===== config.mk =====
export PLATFORM = sky130hd
export DESIGN_NAME = payload_split_about_equally
export DESIGN_NICKNAME = d
export VERILOG_FILES = /design/src/rtl/core/psae_pkg.sv /design/src/rtl/core/psae_div.sv /design/src/rtl/core/psae_dp.sv /design/src/rtl/core/psae_ctrl.sv /design/src/rtl/core/payload_split_about_equally.sv
export SDC_FILE = /design/constraint.sdc
export NUM_CORES = 1
export LEC_CHECK = 0
export BUFFER_PORTS_ARGS = -buffer_cell sky130_fd_sc_hd__buf_2
export CAP_MARGIN = 0
export CORE_MARGIN = 4
export CORE_UTILIZATION = 46
export CTS_CLUSTER_SIZE = 24
export DETAILED_ROUTE_END_ITERATION = 8
export SLEW_MARGIN = 20
export SYNTH_ARGS = -nofsm -noshare
export SYNTH_HDL_FRONTEND = slang
export SYNTH_HIERARCHICAL = 1
export SYNTH_SLANG_ARGS = --single-unit
export TNS_END_PERCENT = 1

===== constraint.sdc =====
create_clock -name clk -period 13.1 [get_ports clk]
set_input_delay 0 -clock clk [delete_from_list [all_inputs] [get_ports clk]]
set_output_delay 0 -clock clk [all_outputs]
set_load 0.01 [all_outputs]

===== src/rtl/core/psae_pkg.sv =====
// Package of the payload splitter: widths, codes, register indexes and the
// command/status structs between controller and datapath. No dependencies.
`timescale 1ns / 1ps

package psae_pkg;

  localparam int PAY_W      = 20;  // frame_bytes
  localparam int BYTES_W    = 16;  // packet_bytes
  localparam int CFG_W      = 16;
  localparam int CFG_IDX_W  = 2;
  localparam int STAT_W     = 2;
  localparam int TOT_W      = PAY_W + 1;  // payload plus two reductions
  localparam int NPK_FULL_W = TOT_W + 1;  // ceil of total / capacity
  localparam int DIV_CNT_W  = $clog2(TOT_W);
  localparam int IN_DATA_W  = ((PAY_W + 7) / 8) * 8;
  localparam int OUT_DATA_W = ((BYTES_W + 7) / 8) * 8;

  localparam int MAX_PACKETS_DEF = 64;

  // register indexes
  localparam logic [CFG_IDX_W-1:0] CFG_MAX_PAYLOAD      = 2'd0;
  localparam logic [CFG_IDX_W-1:0] CFG_FIRST_REDUCTION  = 2'd1;
  localparam logic [CFG_IDX_W-1:0] CFG_LAST_REDUCTION   = 2'd2;
  localparam logic [CFG_IDX_W-1:0] CFG_SINGLE_REDUCTION = 2'd3;

  localparam logic [CFG_W-1:0] MAX_PAYLOAD_RST = 16'd1200;

  // result status
  localparam logic [STAT_W-1:0] STAT_OK   = 2'd0;
  localparam logic [STAT_W-1:0] STAT_CAP  = 2'd1;
  localparam logic [STAT_W-1:0] STAT_FEW  = 2'd2;
  localparam logic [STAT_W-1:0] STAT_MANY = 2'd3;

  // what the output register is loaded with
  localparam logic [1:0] OUT_SINGLE = 2'd0;
  localparam logic [1:0] OUT_ERR    = 2'd1;
  localparam logic [1:0] OUT_STEP   = 2'd2;

  // divisor select
  localparam logic DIV_BY_CAP = 1'b0;
  localparam logic DIV_BY_NPK = 1'b1;

  typedef struct packed {
    logic              load_in;
    logic              div_start;
    logic              div_sel;
    logic              latch_npk;
    logic              init_emit;
    logic              out_load;
    logic [1:0]        out_kind;
    logic [STAT_W-1:0] err_code;
  } dp_cmd_t;

  typedef struct packed {
    logic fast_fit;
    logic cap_bad;
    logic few_bytes;
    logic too_many;
    logic div_done;
    logic emit_last;
  } dp_stat_t;

endpackage


===== src/rtl/core/psae_div.sv =====
// Radix-2 restoring divider, one quotient bit per cycle.
// Depends on psae_pkg.
`timescale 1ns / 1ps

module psae_div import psae_pkg::*; (
  input  logic               clk,
  input  logic               rst_n,
  input  logic               start,
  input  logic [TOT_W-1:0]   dividend,
  input  logic [CFG_W-1:0]   divisor,
  output logic [TOT_W-1:0]   quotient,
  output logic [CFG_W-1:0]   remainder,
  output logic               done
);

  logic [TOT_W-1:0]     quo_r, quo_nxt;
  logic [CFG_W-1:0]     rem_r, rem_nxt;
  logic [CFG_W-1:0]     dsr_r, dsr_nxt;
  logic [DIV_CNT_W-1:0] cnt_r, cnt_nxt;
  logic                 busy_r, busy_nxt;
  logic                 done_r, done_nxt;
  logic [CFG_W:0]       shifted;
  logic [CFG_W:0]       diff;
  logic                 ge;

  assign shifted = {rem_r, quo_r[TOT_W-1]};
  assign ge      = shifted >= {1'b0, dsr_r};
  assign diff    = shifted - {1'b0, dsr_r};

  always_comb begin
    quo_nxt  = quo_r;
    rem_nxt  = rem_r;
    dsr_nxt  = dsr_r;
    cnt_nxt  = cnt_r;
    busy_nxt = busy_r;
    done_nxt = 1'b0;
    if (start) begin
      quo_nxt  = dividend;
      rem_nxt  = '0;
      dsr_nxt  = divisor;
      cnt_nxt  = '0;
      busy_nxt = 1'b1;
    end else if (busy_r) begin
      quo_nxt = {quo_r[TOT_W-2:0], ge};
      rem_nxt = ge ? diff[CFG_W-1:0] : shifted[CFG_W-1:0];
      cnt_nxt = cnt_r + 1'b1;
      if (cnt_r == DIV_CNT_W'(TOT_W - 1)) begin
        busy_nxt = 1'b0;
        done_nxt = 1'b1;
      end
    end
  end

  always_ff @(posedge clk) begin
    if (!rst_n) begin
      cnt_r  <= '0;
      busy_r <= 1'b0;
      done_r <= 1'b0;
    end else begin
      cnt_r  <= cnt_nxt;
      busy_r <= busy_nxt;
      done_r <= done_nxt;
    end
  end

  always_ff @(posedge clk) begin
    quo_r <= quo_nxt;
    rem_r <= rem_nxt;
    dsr_r <= dsr_nxt;
  end

  assign quotient  = quo_r;
  assign remainder = rem_r;
  assign done      = done_r;

endmodule


===== src/rtl/core/psae_dp.sv =====
// Datapath of the payload splitter: config registers, frame checks, shared
// divider, packet size step and output register. Depends on psae_pkg, psae_div.
`timescale 1ns / 1ps

module psae_dp import psae_pkg::*; #(
  parameter int MAX_PACKETS = MAX_PACKETS_DEF
) (
  input  logic                 clk,
  input  logic                 rst_n,
  input  logic                 cfg_we,
  input  logic [CFG_IDX_W-1:0] cfg_index,
  input  logic [CFG_W-1:0]     cfg_wdata,
  input  logic [PAY_W-1:0]     frame_bytes,
  input  dp_cmd_t              cmd,
  output dp_stat_t             stat,
  output logic [BYTES_W-1:0]   packet_bytes,
  output logic                 last,
  output logic [STAT_W-1:0]    status
);

  localparam int CNT_W = $clog2(MAX_PACKETS + 1);
  localparam int NPK_W = CNT_W + 1;  // two's complement, may run below zero

  logic [CFG_W-1:0]      cap_r, fr_r, lr_r, sr_r;
  logic [PAY_W-1:0]      payload_r;
  logic [NPK_FULL_W-1:0] npk_full_r, npk_full_nxt;
  logic [TOT_W-1:0]      per_r, per_nxt;
  logic [CNT_W-1:0]      larger_r, larger_nxt;
  logic [PAY_W-1:0]      remain_r, remain_nxt;
  logic [NPK_W-1:0]      npk_r, npk_nxt;
  logic                  first_r, first_nxt;
  logic [CNT_W-1:0]      count_r, count_nxt;
  logic [BYTES_W-1:0]    out_bytes_r, out_bytes_nxt;
  logic                  out_last_r, out_last_nxt;
  logic [STAT_W-1:0]     out_status_r, out_status_nxt;

  logic [TOT_W-1:0]      total;
  logic [TOT_W-1:0]      div_quo;
  logic [CFG_W-1:0]      div_rem;
  logic [CFG_W-1:0]      div_dsr;
  logic [NPK_FULL_W-1:0] npk_calc;
  logic [TOT_W-1:0]      per_inc, cur_a, cur_b, cur_c;
  logic [PAY_W-1:0]      remain_step;
  logic [CNT_W-1:0]      count_inc;
  logic                  emit_last;

  // configuration writes
  always_ff @(posedge clk) begin
    if (!rst_n) begin
      cap_r <= MAX_PAYLOAD_RST;
      fr_r  <= '0;
      lr_r  <= '0;
      sr_r  <= '0;
    end else if (cfg_we) begin
      unique case (cfg_index)
        CFG_MAX_PAYLOAD:      cap_r <= cfg_wdata;
        CFG_FIRST_REDUCTION:  fr_r  <= cfg_wdata;
        CFG_LAST_REDUCTION:   lr_r  <= cfg_wdata;
        CFG_SINGLE_REDUCTION: sr_r  <= cfg_wdata;
      endcase
    end
  end

  assign total = TOT_W'(payload_r) + TOT_W'(fr_r) + TOT_W'(lr_r);

  assign div_dsr = (cmd.div_sel == DIV_BY_NPK) ? npk_full_r[CFG_W-1:0] : cap_r;

  psae_div u_div (
    .clk       (clk),
    .rst_n     (rst_n),
    .start     (cmd.div_start),
    .dividend  (total),
    .divisor   (div_dsr),
    .quotient  (div_quo),
    .remainder (div_rem),
    .done      (stat.div_done)
  );

  // packet count is the ceiling of total / capacity, two at least
  always_comb begin
    npk_calc = NPK_FULL_W'(div_quo) + NPK_FULL_W'(div_rem != '0);
    if (npk_calc == NPK_FULL_W'(1)) begin
      npk_calc = NPK_FULL_W'(2);
    end
  end

  assign stat.fast_fit  = (payload_r == '0) ||
                          (TOT_W'(cap_r) >= TOT_W'(sr_r) + TOT_W'(payload_r));
  assign stat.cap_bad   = (cap_r <= fr_r) || (cap_r <= lr_r);
  assign stat.few_bytes = NPK_FULL_W'(payload_r) < npk_full_r;
  assign stat.too_many  = npk_full_r > NPK_FULL_W'(MAX_PACKETS);

  // one packet size per step
  always_comb begin
    per_inc = (npk_r == {1'b0, larger_r}) ? per_r + 1'b1 : per_r;
    if (first_r) begin
      cur_a = (per_inc > TOT_W'(fr_r) + 1'b1) ? per_inc - TOT_W'(fr_r) : TOT_W'(1);
    end else begin
      cur_a = per_inc;
    end
    cur_b = (cur_a > TOT_W'(remain_r)) ? TOT_W'(remain_r) : cur_a;
    // keep one byte back for the final packet
    if (npk_r == NPK_W'(2) && cur_b == TOT_W'(remain_r)) begin
      cur_c = cur_b - 1'b1;
    end else begin
      cur_c = cur_b;
    end
    remain_step = remain_r - cur_c[PAY_W-1:0];
    count_inc   = count_r + 1'b1;
    emit_last   = (remain_step == '0) || (count_inc >= CNT_W'(MAX_PACKETS));
  end

  assign stat.emit_last = emit_last;

  always_comb begin
    npk_full_nxt   = npk_full_r;
    per_nxt        = per_r;
    larger_nxt     = larger_r;
    remain_nxt     = remain_r;
    npk_nxt        = npk_r;
    first_nxt      = first_r;
    count_nxt      = count_r;
    out_bytes_nxt  = out_bytes_r;
    out_last_nxt   = out_last_r;
    out_status_nxt = out_status_r;
    if (cmd.latch_npk) begin
      npk_full_nxt = npk_calc;
    end
    if (cmd.init_emit) begin
      per_nxt    = div_quo;
      larger_nxt = div_rem[CNT_W-1:0];
      remain_nxt = payload_r;
      npk_nxt    = npk_full_r[NPK_W-1:0];
      first_nxt  = 1'b1;
      count_nxt  = '0;
    end
    if (cmd.out_load) begin
      unique case (cmd.out_kind)
        OUT_SINGLE: begin
          out_bytes_nxt  = payload_r[BYTES_W-1:0];
          out_last_nxt   = 1'b1;
          out_status_nxt = STAT_OK;
        end
        OUT_ERR: begin
          out_bytes_nxt  = '0;
          out_last_nxt   = 1'b1;
          out_status_nxt = cmd.err_code;
        end
        OUT_STEP: begin
          out_bytes_nxt  = cur_c[BYTES_W-1:0];
          out_last_nxt   = emit_last;
          out_status_nxt = STAT_OK;
          per_nxt        = per_inc;
          remain_nxt     = remain_step;
          npk_nxt        = npk_r - 1'b1;
          first_nxt      = 1'b0;
          count_nxt      = count_inc;
        end
        default: begin
          out_bytes_nxt = out_bytes_r;
        end
      endcase
    end
  end

  always_ff @(posedge clk) begin
    if (cmd.load_in) begin
      payload_r <= frame_bytes;
    end
    npk_full_r   <= npk_full_nxt;
    per_r        <= per_nxt;
    larger_r     <= larger_nxt;
    remain_r     <= remain_nxt;
    npk_r        <= npk_nxt;
    first_r      <= first_nxt;
    count_r      <= count_nxt;
    out_bytes_r  <= out_bytes_nxt;
    out_last_r   <= out_last_nxt;
    out_status_r <= out_status_nxt;
  end

  assign packet_bytes = out_bytes_r;
  assign last         = out_last_r;
  assign status       = out_status_r;

endmodule


===== src/rtl/core/psae_ctrl.sv =====
// Controller of the payload splitter: sequences checks, the two divisions
// and packet emission; owns the handshakes. Depends on psae_pkg.
`timescale 1ns / 1ps

module psae_ctrl import psae_pkg::*; (
  input  logic     clk,
  input  logic     rst_n,
  input  logic     in_valid,
  output logic     in_ready,
  output logic     out_valid,
  input  logic     out_ready,
  input  dp_stat_t stat,
  output dp_cmd_t  cmd
);

  localparam logic [2:0] S_IDLE = 3'd0;
  localparam logic [2:0] S_CHK  = 3'd1;
  localparam logic [2:0] S_DIV1 = 3'd2;
  localparam logic [2:0] S_CHK2 = 3'd3;
  localparam logic [2:0] S_DIV2 = 3'd4;
  localparam logic [2:0] S_EMIT = 3'd5;

  logic [2:0] state_r, state_nxt;
  logic       out_valid_r, out_valid_nxt;
  logic       slot_free;

  // output register free, or its word leaves this cycle
  assign slot_free = !out_valid_r || out_ready;

  always_comb begin
    state_nxt = state_r;
    cmd       = '0;
    cmd.load_in = (state_r == S_IDLE) && in_valid;
    unique case (state_r)
      S_IDLE: begin
        if (in_valid) begin
          state_nxt = S_CHK;
        end
      end
      S_CHK: begin
        priority if (stat.fast_fit) begin
          if (slot_free) begin
            cmd.out_load = 1'b1;
            cmd.out_kind = OUT_SINGLE;
            state_nxt    = S_IDLE;
          end
        end else if (stat.cap_bad) begin
          if (slot_free) begin
            cmd.out_load = 1'b1;
            cmd.out_kind = OUT_ERR;
            cmd.err_code = STAT_CAP;
            state_nxt    = S_IDLE;
          end
        end else begin
          cmd.div_start = 1'b1;
          cmd.div_sel   = DIV_BY_CAP;
          state_nxt     = S_DIV1;
        end
      end
      S_DIV1: begin
        if (stat.div_done) begin
          cmd.latch_npk = 1'b1;
          state_nxt     = S_CHK2;
        end
      end
      S_CHK2: begin
        priority if (stat.few_bytes) begin
          if (slot_free) begin
            cmd.out_load = 1'b1;
            cmd.out_kind = OUT_ERR;
            cmd.err_code = STAT_FEW;
            state_nxt    = S_IDLE;
          end
        end else if (stat.too_many) begin
          if (slot_free) begin
            cmd.out_load = 1'b1;
            cmd.out_kind = OUT_ERR;
            cmd.err_code = STAT_MANY;
            state_nxt    = S_IDLE;
          end
        end else begin
          cmd.div_start = 1'b1;
          cmd.div_sel   = DIV_BY_NPK;
          state_nxt     = S_DIV2;
        end
      end
      S_DIV2: begin
        cmd.div_sel = DIV_BY_NPK;
        if (stat.div_done) begin
          cmd.init_emit = 1'b1;
          state_nxt     = S_EMIT;
        end
      end
      S_EMIT: begin
        if (slot_free) begin
          cmd.out_load = 1'b1;
          cmd.out_kind = OUT_STEP;
          if (stat.emit_last) begin
            state_nxt = S_IDLE;
          end
        end
      end
      default: begin
        state_nxt = S_IDLE;
      end
    endcase
  end

  always_comb begin
    out_valid_nxt = out_valid_r;
    if (cmd.out_load) begin
      out_valid_nxt = 1'b1;
    end else if (out_ready) begin
      out_valid_nxt = 1'b0;
    end
  end

  always_ff @(posedge clk) begin
    if (!rst_n) begin
      state_r     <= S_IDLE;
      out_valid_r <= 1'b0;
    end else begin
      state_r     <= state_nxt;
      out_valid_r <= out_valid_nxt;
    end
  end

  assign in_ready  = (state_r == S_IDLE);
  assign out_valid = out_valid_r;

endmodule


===== src/rtl/core/payload_split_about_equally.sv =====
// Payload splitter, top level. Takes one frame length a word and returns the
// sizes of the packets that carry it, about equal, one word per packet.
//   in_*  : frame length words; accepted when in_tvalid and in_tready are high.
//   out_* : packet words; tlast marks the final word of a frame, tuser the
//           status (nonzero: error, single word with zero bytes and tlast).
//   cfg_* : register writes (capacity and the three reductions), only while idle.
// Timing: one frame at a time. After acceptance the checks are made in S_CHK;
// a frame that fits, or a capacity error, goes from there into the output
// register once that register is free. Otherwise the shared one-bit-a-cycle
// divider computes total / capacity and then, if the packet count passes its
// checks, total / packet count; packet words then follow one per cycle while
// the receiver takes them. When the receiver stalls, the output register
// holds its word and packet generation waits; in_tready returns as soon as
// the last word of a frame is loaded, even if it has not been taken yet.
// Reset (rst_n low, synchronous) empties the output and restores the
// registers: capacity 1200, reductions zero.
// Depends on psae_pkg, psae_ctrl, psae_dp.
`timescale 1ns / 1ps

module payload_split_about_equally import psae_pkg::*; #(
  parameter int MAX_PACKETS = MAX_PACKETS_DEF
) (
  input  logic                  clk,
  input  logic                  rst_n,
  input  logic                  cfg_we,
  input  logic [CFG_IDX_W-1:0]  cfg_index,
  input  logic [CFG_W-1:0]      cfg_wdata,
  input  logic                  in_tvalid,
  output logic                  in_tready,
  input  logic [IN_DATA_W-1:0]  in_tdata,   // [19:0] frame_bytes
  output logic                  out_tvalid,
  input  logic                  out_tready,
  output logic [OUT_DATA_W-1:0] out_tdata,  // [15:0] packet_bytes
  output logic                  out_tlast,
  output logic [STAT_W-1:0]     out_tuser   // [1:0] status
);

  dp_cmd_t            cmd;
  dp_stat_t           stat;
  logic [BYTES_W-1:0] packet_bytes;

  psae_ctrl u_ctrl (
    .clk       (clk),
    .rst_n     (rst_n),
    .in_valid  (in_tvalid),
    .in_ready  (in_tready),
    .out_valid (out_tvalid),
    .out_ready (out_tready),
    .stat      (stat),
    .cmd       (cmd)
  );

  psae_dp #(
    .MAX_PACKETS (MAX_PACKETS)
  ) u_dp (
    .clk          (clk),
    .rst_n        (rst_n),
    .cfg_we       (cfg_we),
    .cfg_index    (cfg_index),
    .cfg_wdata    (cfg_wdata),
    .frame_bytes  (in_tdata[PAY_W-1:0]),
    .cmd          (cmd),
    .stat         (stat),
    .packet_bytes (packet_bytes),
    .last         (out_tlast),
    .status       (out_tuser)
  );

  assign out_tdata = OUT_DATA_W'(packet_bytes);

endmodule


---- After elaboration in Yosys (flattened, before gate mapping) ----
Index checks and enable logic that the tools add are counted.
word-level totals
  RAM bits ................................ 0
  bits in latches ......................... 0
  bits in registers ....................... 253
  memories kept ........................... 0
  bits in read-only memories .............. 0
operators by class
  eq/ne operators ......................... 20
  reduce and logical (&&, ||, !) cells .... 30
  bitwise gates (word level) .............. 2
  shift-type cells ........................ 0
  add/subtract/negate cells ............... 13
  div/mod/pow operators ................... 0
  multiply operators ...................... 0
  muxes and demuxes ....................... 65
  magnitude comparators ................... 9
operator list
  cell                     count
  $mux W21                 9
  $mux W20                 4
  $pmux W16 S3             1
  $logic_not A20 Y1        2
  $mux W3                  13
  $le A16 B16 Y1           2
  $mux W16                 2
  $mux W5                  6
  $mux W8                  3
  $add A21 B1 Y22          1
  $eq A22 B1 Y1 const B    1
  $gt A22 B7 Y1 const B    1
  $lt A20 B22 Y1           1
  $add A16 B20 Y21         1
  $add A20 B16 Y21         1
  $add A21 B1 Y21 const B  1
  $add A21 B16 Y21         1
  $eq A21 B20 Y1           1
  $ge A16 B21 Y1           1
  $gt A21 B20 Y1           1
  $gt A21 B21 Y1           1
  $mux W7                  3
  $sub A21 B16 Y21         1
  $sub A20 B1 Y20 const B  1
  other kinds (38)         80

---- Depth between registers and ports, before layout ----
  depth in word-level cells ............... 16
  mapped depth ............................ 52
  depth with buffers taken out ............ 48

---- Hierarchy ----
The synthesis kept the hierarchy.
by module, submodules not included
  module     area an instance (µm²)  seq. area each (µm²)  instances  cells each
  psae_dp    16712.3                 4464.3                1          2016
  psae_div   3454.6                  1571.5                1          327
  psae_ctrl  437.9                   80.1                  1          58

---- Least setup slack after synthesis ----
Ideal clock, no wire load.
  path type ............................... register -> register
  from .................................... register u_dp.larger_r[6]
  to ...................................... register u_ctrl.state_r[0]
  library setup time ...................... 0.122 ns
  required time ........................... 12.978 ns
  setup slack ............................. 2.487 ns
  arrival time ............................ 10.492 ns
  stages on the path, launching flop included .. 50
  path through ............................ edfxtp_1 -> xor2_1 -> or4_1 -> buf_4 -> nor4_4 -> nand3_2 -> nor2_2 -> xnor2_1 -> inv_1 -> ha_1 -> o21ai_0 -> a31oi_1 -> o32a_1 -> mux2_1 -> a21boi_2 -> buf_2 -> nand2b_1 -> o22ai_1 -> [... 14 more ...] -> o311ai_1 -> ha_1 -> inv_1 -> a21oi_1 -> o211ai_1 -> a21oi_1 -> nor2_1 -> a21oi_1 -> nand4_1 -> a21boi_0 -> o41ai_1 -> xnor2_1 -> or4b_2 -> nand4b_1 -> o21ai_1 -> buf_4 -> a21oi_1 -> o311a_1
on the way
  longest elaborated chain between the ends .. 15
  elaborated cells on any way between the ends .. 17
RTL lines
  item                                                     line              source
  start, declared                                          psae_dp.sv:28     logic [CNT_W-1:0] larger_r, larger_nxt;
  start signal, assigned                                   psae_dp.sv:172    larger_r <= larger_nxt;
  $eq A8 B7 Y1 (*)                                         psae_dp.sv:95     per_inc = (npk_r == {1'b0, larger_r}) ? per_r + 1'b1 : per_r;
  $mux W21 (*)                                             psae_dp.sv:95
  $sub A21 B16 Y21 or $gt A21 B21 Y1 (tied branches)       psae_dp.sv:97     cur_a = (per_inc > TOT_W'(fr_r) + 1'b1) ? per_inc - TOT_W'(fr_r) : TOT_W'(1);
  $mux W21                                                 psae_dp.sv:97
  $mux W21 (*)                                             psae_dp.sv:96     if (first_r) begin
  $gt A21 B20 Y1                                           psae_dp.sv:101    cur_b = (cur_a > TOT_W'(remain_r)) ? TOT_W'(remain_r) : cur_a;
  $mux W21 (*)                                             psae_dp.sv:101
  branches (longest 2 deep; another with $sub A20 B1 Y20)  -
  $mux W20 (*)                                             psae_dp.sv:103    if (npk_r == NPK_W'(2) && cur_b == TOT_W'(remain_r)) begin
  $sub A20 B20 Y20 (*)                                     psae_dp.sv:108    remain_step = remain_r - cur_c[PAY_W-1:0];
  $logic_not A20 Y1 (*)                                    psae_dp.sv:110    emit_last = (remain_step == '0) || (count_inc >= CNT_W'(MAX_PACKETS));
  $logic_or A1 B1 Y1 (*)                                   psae_dp.sv:110
  net u_dp.emit_last                                       psae_dp.sv:45     logic emit_last;
  $ne A2 B1 Y1 (no line) (*)                               -
  $reduce_and A5 Y1 (no line) (*)                          -
  end signal, assigned                                     psae_ctrl.sv:123  state_r <= state_nxt;
  end, declared                                            psae_ctrl.sv:23   logic [2:0] state_r, state_nxt;
Mark *: on every way through the listed nets, which the timed path passes.
A chain may end at the register's enable or synchronous reset.

==> results.py <==
metrics = {
    "critical_path": {
        "crit_path_end_kind": "flip-flop",
        "cp_slowest_stage_delay_ns": 0.82,
        "critPathTopFamily": "compound AO/OA/AOI/OAI gates",
        "crit_path_top_delay_cell": "or4_1",
        "crit_arrival_ns": 12.84,
        "crit_type": "flip-flop to flip-flop",
        "crit_buf_inv": 4,
        "cp.required_ns": 13.58,
        "path_common_cell": "a21oi_1",
        "worstPathMaxFanout": 15,
        "worstSetupStartpointType": "flip-flop",
    },
    "global_routing": {
        "grt_overflow": 0,
        "antenna_found_initial": 1,
        "grtUsageTotal": 0.2780,
        "grt_pass1_wl_mm": 104.3,
        "grt_max_degree": 75,
        "grt_pass1_vias": 17700,
    },
    "place": {
        "hpwl_mm": 52.98,
        "gp_congestion": 0.9593,
        "dpl_cell_area_mm2": 0.02156,
        "place_inst": 3002,
        "io_buffers": 63,
    },
    "synth": {
        "synth_top_family_by_area": "compound AO/OA/AOI/OAI gates",
        "syn_inst": 2401,
        "yosys-top-cells-count": "nand2_1 (280), ha_1 (195), inv_1 (175), dfxtp_1 (148), nor2_1 (145)",
        "synth-edff-count": 105,
        "synth_area_mm2": 0.02060,
        "synth_seq_area_share": 0.2968,
        "synth_compound_area_frac": 0.2069,
        "ys_warn_count": 6,
        "synthArstFlopShare": 0,
        "synthDistinctLibCells": 115,
        "synthMostInstantiatedCell": "nand2_1",
        "yosys-top-cells-area": "edfxtp_1 (15%), dfxtp_1 (14%), ha_1 (12%), nand2_1 (5.1%), xnor2_1 (4.2%)",
        "yosys.area.top_type": "edfxtp_1",
        "yosysTopAreaCellShare": 0.1530,
        "syn_avg_cell_area_um2": 8.582,
        "syn_nets": 2664,
        "synthAdderAreaFrac": 0.1388,
        "synth-xor-area-share": 0.06552,
        "synthMuxAreaShare": 0.04002,
        "yosys.area_share.simple": 0.2004,
        "ys_ff_latch": 253,
        "ys.flop_type": "dfxtp_1",
    },
    "timing": {
        "period_share": 0.9436,
        "hold_viol": 0,
        "worstMarginPinSlew_ns": 1.163,
        "clock.fmax_mhz": 80.90,
        "fin_tns_setup_ns": 0,
        "min_period_ns": 12.36,
        "fin_skew_ns": 0.01870,
        "setup_viol_count_final": 0,
        "hold_ws_ns": 0.006352,
        "maxSlewHeadroom": 0.2246,
        "slew_viol_final": 0,
        "rsz0062_at_grt": "no",
    },
    "floorplanning": {
        "die-width_um": 219.6,
        "start_util": 0.4659,
        "design.die.area_mm2": 0.04824,
        "fp.dieH_um": 219.6,
        "core_mm2": 0.04422,
        "rows": 77,
        "ios": 68,
    },
    "cts": {
        "cts_buffer_depth": 3,
        "cts_sinks": 253,
        "path_clk_slew_ns": 0.06,
        "clk_latency_ns": 0.59,
        "htree_levels": 1,
        "cts_tree": "built",
        "cts_root_buf": "clkbuf_16",
        "numCtsBuffers": 30,
    },
    "outcome": {
        "status": "complete, no violations",
    },
    "hold_path": {
        "hold_class": "input port to flip-flop",
    },
    "power": {
        "power_mw": 5.270,
        "leakagePower_nw": 9.114,
        "ir_drop_mv": 0.2481,
        "powerDensity_mw_per_mm2": 229.5,
    },
    "detailed_routing": {
        "ant_nets": 0,
        "drc": 0,
        "wl_mm": 68.81,
        "firstDrtPassIters": 6,
        "viasPerCell": 6.022,
        "drt_iter0_drc": 1663,
        "wl_per_cell_um": 22.18,
        "vias": 18690,
    },
    "layout": {
        "area_delta_synth_final_pct": 11.46,
        "fin_cells": 3103,
        "drive_above_1_share": 0.09996,
        "design_area_mm2": 0.02297,
        "nets": 2750,
        "antenna_cells": 0,
        "fillers": 4151,
    },
    "flow_run": {
        "maxCapViolCount": 0,
    },
}
-- where the power goes --
part           internal [mW]  switching [mW]  leakage [nW]
clock                  0.461           0.352         0.463
combinational           1.26            1.88          6.48
sequential              1.02           0.287          2.17
-- worst paths after layout --
kind | slack, ns | from | end | cells after the start
max | 0.74 | u_dp/larger_r[6]$_DFFE_PP_ | u_ctrl/state_r[0]$_SDFFE_PN0P_ | 47
min reg2reg | 0.46 | u_dp/cap_r[0]$_SDFFE_PN0P_ | u_dp/cap_r[0]$_SDFFE_PN0P_ | 2
min | 0.006 | cfg_we | u_dp/lr_r[6]$_SDFFE_PN0P_ | 5
max reg2reg | 0.74 | u_dp/larger_r[6]$_DFFE_PP_ | u_ctrl/state_r[0]$_SDFFE_PN0P_ | 47
-- worst register-to-register path: cells and delay by family (launching register included) --
kind / cells / cell delay, ns
adders and majority gates: 4 / 1.29
and+or+nand+nor: 14 / 3.46
DFF: 1 / 0.38
AOI/OAI and AO/OA: 19 / 4.80
buffers and inverters: 4 / 0.72
xor gates and xnor gates: 4 / 0.77
muxes: 2 / 0.83
-- cells in the final DEF (no fill, tap or decap), types with 30 or more instances in the layout --
cell           synthesis  final
nor3_1                50     48
edfxtp_1             105    105
nand4_1               49     49
nand2_1              280    280
nor2b_1               37     36
dlygate4sd3_1          0     43
a21oi_1              139    139
ha_1                 195    195
xnor2_1               99     99
mux2i_1               34     33
inv_1                175    175
a21o_1                30     30
a21boi_0              69     69
clkbuf_16              0     30
nor4_1                37     36
nand3_1               64     64
dfxtp_1              148    148
buf_2                 12     63
mux2_2                42     42
buf_4                  8     38
o21ai_0              120    120
xor2_1                50     49
nor2_1               145    143
-- routing by layer --
layer / vias up / global-route usage / wire length [um]
met4: 0 / 0.06448 / 1673
met3: 100 / 0.02992 / 4310
met5: - / 0 / 0
met2: 643 / 0.4432 / 30840
met1: 9016 / 0.4066 / 31990
li1: 8928 / - / -
-- through the flow --
| stage | setup slack [ns] | util |
|---|---|---|
| global route | 0.04133 | 0.5193 |
| global placement | 0.8075 | 0.4876 |
| finish | 0.7389 | 0.5193 |
| detailed placement | 0.6540 | 0.4876 |
| CTS | 0.5824 | 0.5183 |
| floorplan | 2.487 | - |
-- what timing repair did --
action | 4_1_cts | 5_1_grt
setup buffers | 0 | 2
hold endpoints to repair | 88 | 1
hold buffers | 42 | 1
gates resized for setup | 0 | 2
setup endpoints to repair | 0 | 2
-- cells by family after synthesis --
family	after synthesis
AO/OA/AOI/OAI	620
XOR/XNOR	151
adder cells (fa/ha/maj)	216
buffers and inverters	268
flip-flops	253
multiplexers	77
AND/OR/NAND/NOR	816
-- sequential cells by signal, indices dropped and copies added, names as in the netlist, 2 cells and up --
name,flops
u_dp/remain_r,20
u_dp/fr_r,16
u_dp/u_div/quotient,21
u_dp/u_div/cnt_r,5
u_dp/count_r,7
u_dp/larger_r,7
u_dp/u_div/remainder,16
u_dp/status,2
u_dp/lr_r,16
u_dp/npk_full_r,22
u_dp/payload_r,20
u_dp/cap_r,16
u_dp/npk_r,8
u_dp/per_r,21
u_ctrl/state_r,3
u_dp/packet_bytes,16
u_dp/u_div/dsr_r,16
u_dp/sr_r,16
-- area by class of cell --
type | instances | area (um^2) | share of cell area
Clock buffer | 38 | 780.7 | 0.03400
Clock inverter | 18 | 157.7 | 0.006865
Inverter | 178 | 668.1 | 0.02909
Multi-Input combinational cell | 1880 | 13470 | 0.5866
Sequential cell | 253 | 6116 | 0.2663
Tap cell | 592 | 740.7 | 0.03225
Timing Repair Buffer | 144 | 1031 | 0.04489
No activity file was read; power rests on OpenSTA's default activity.
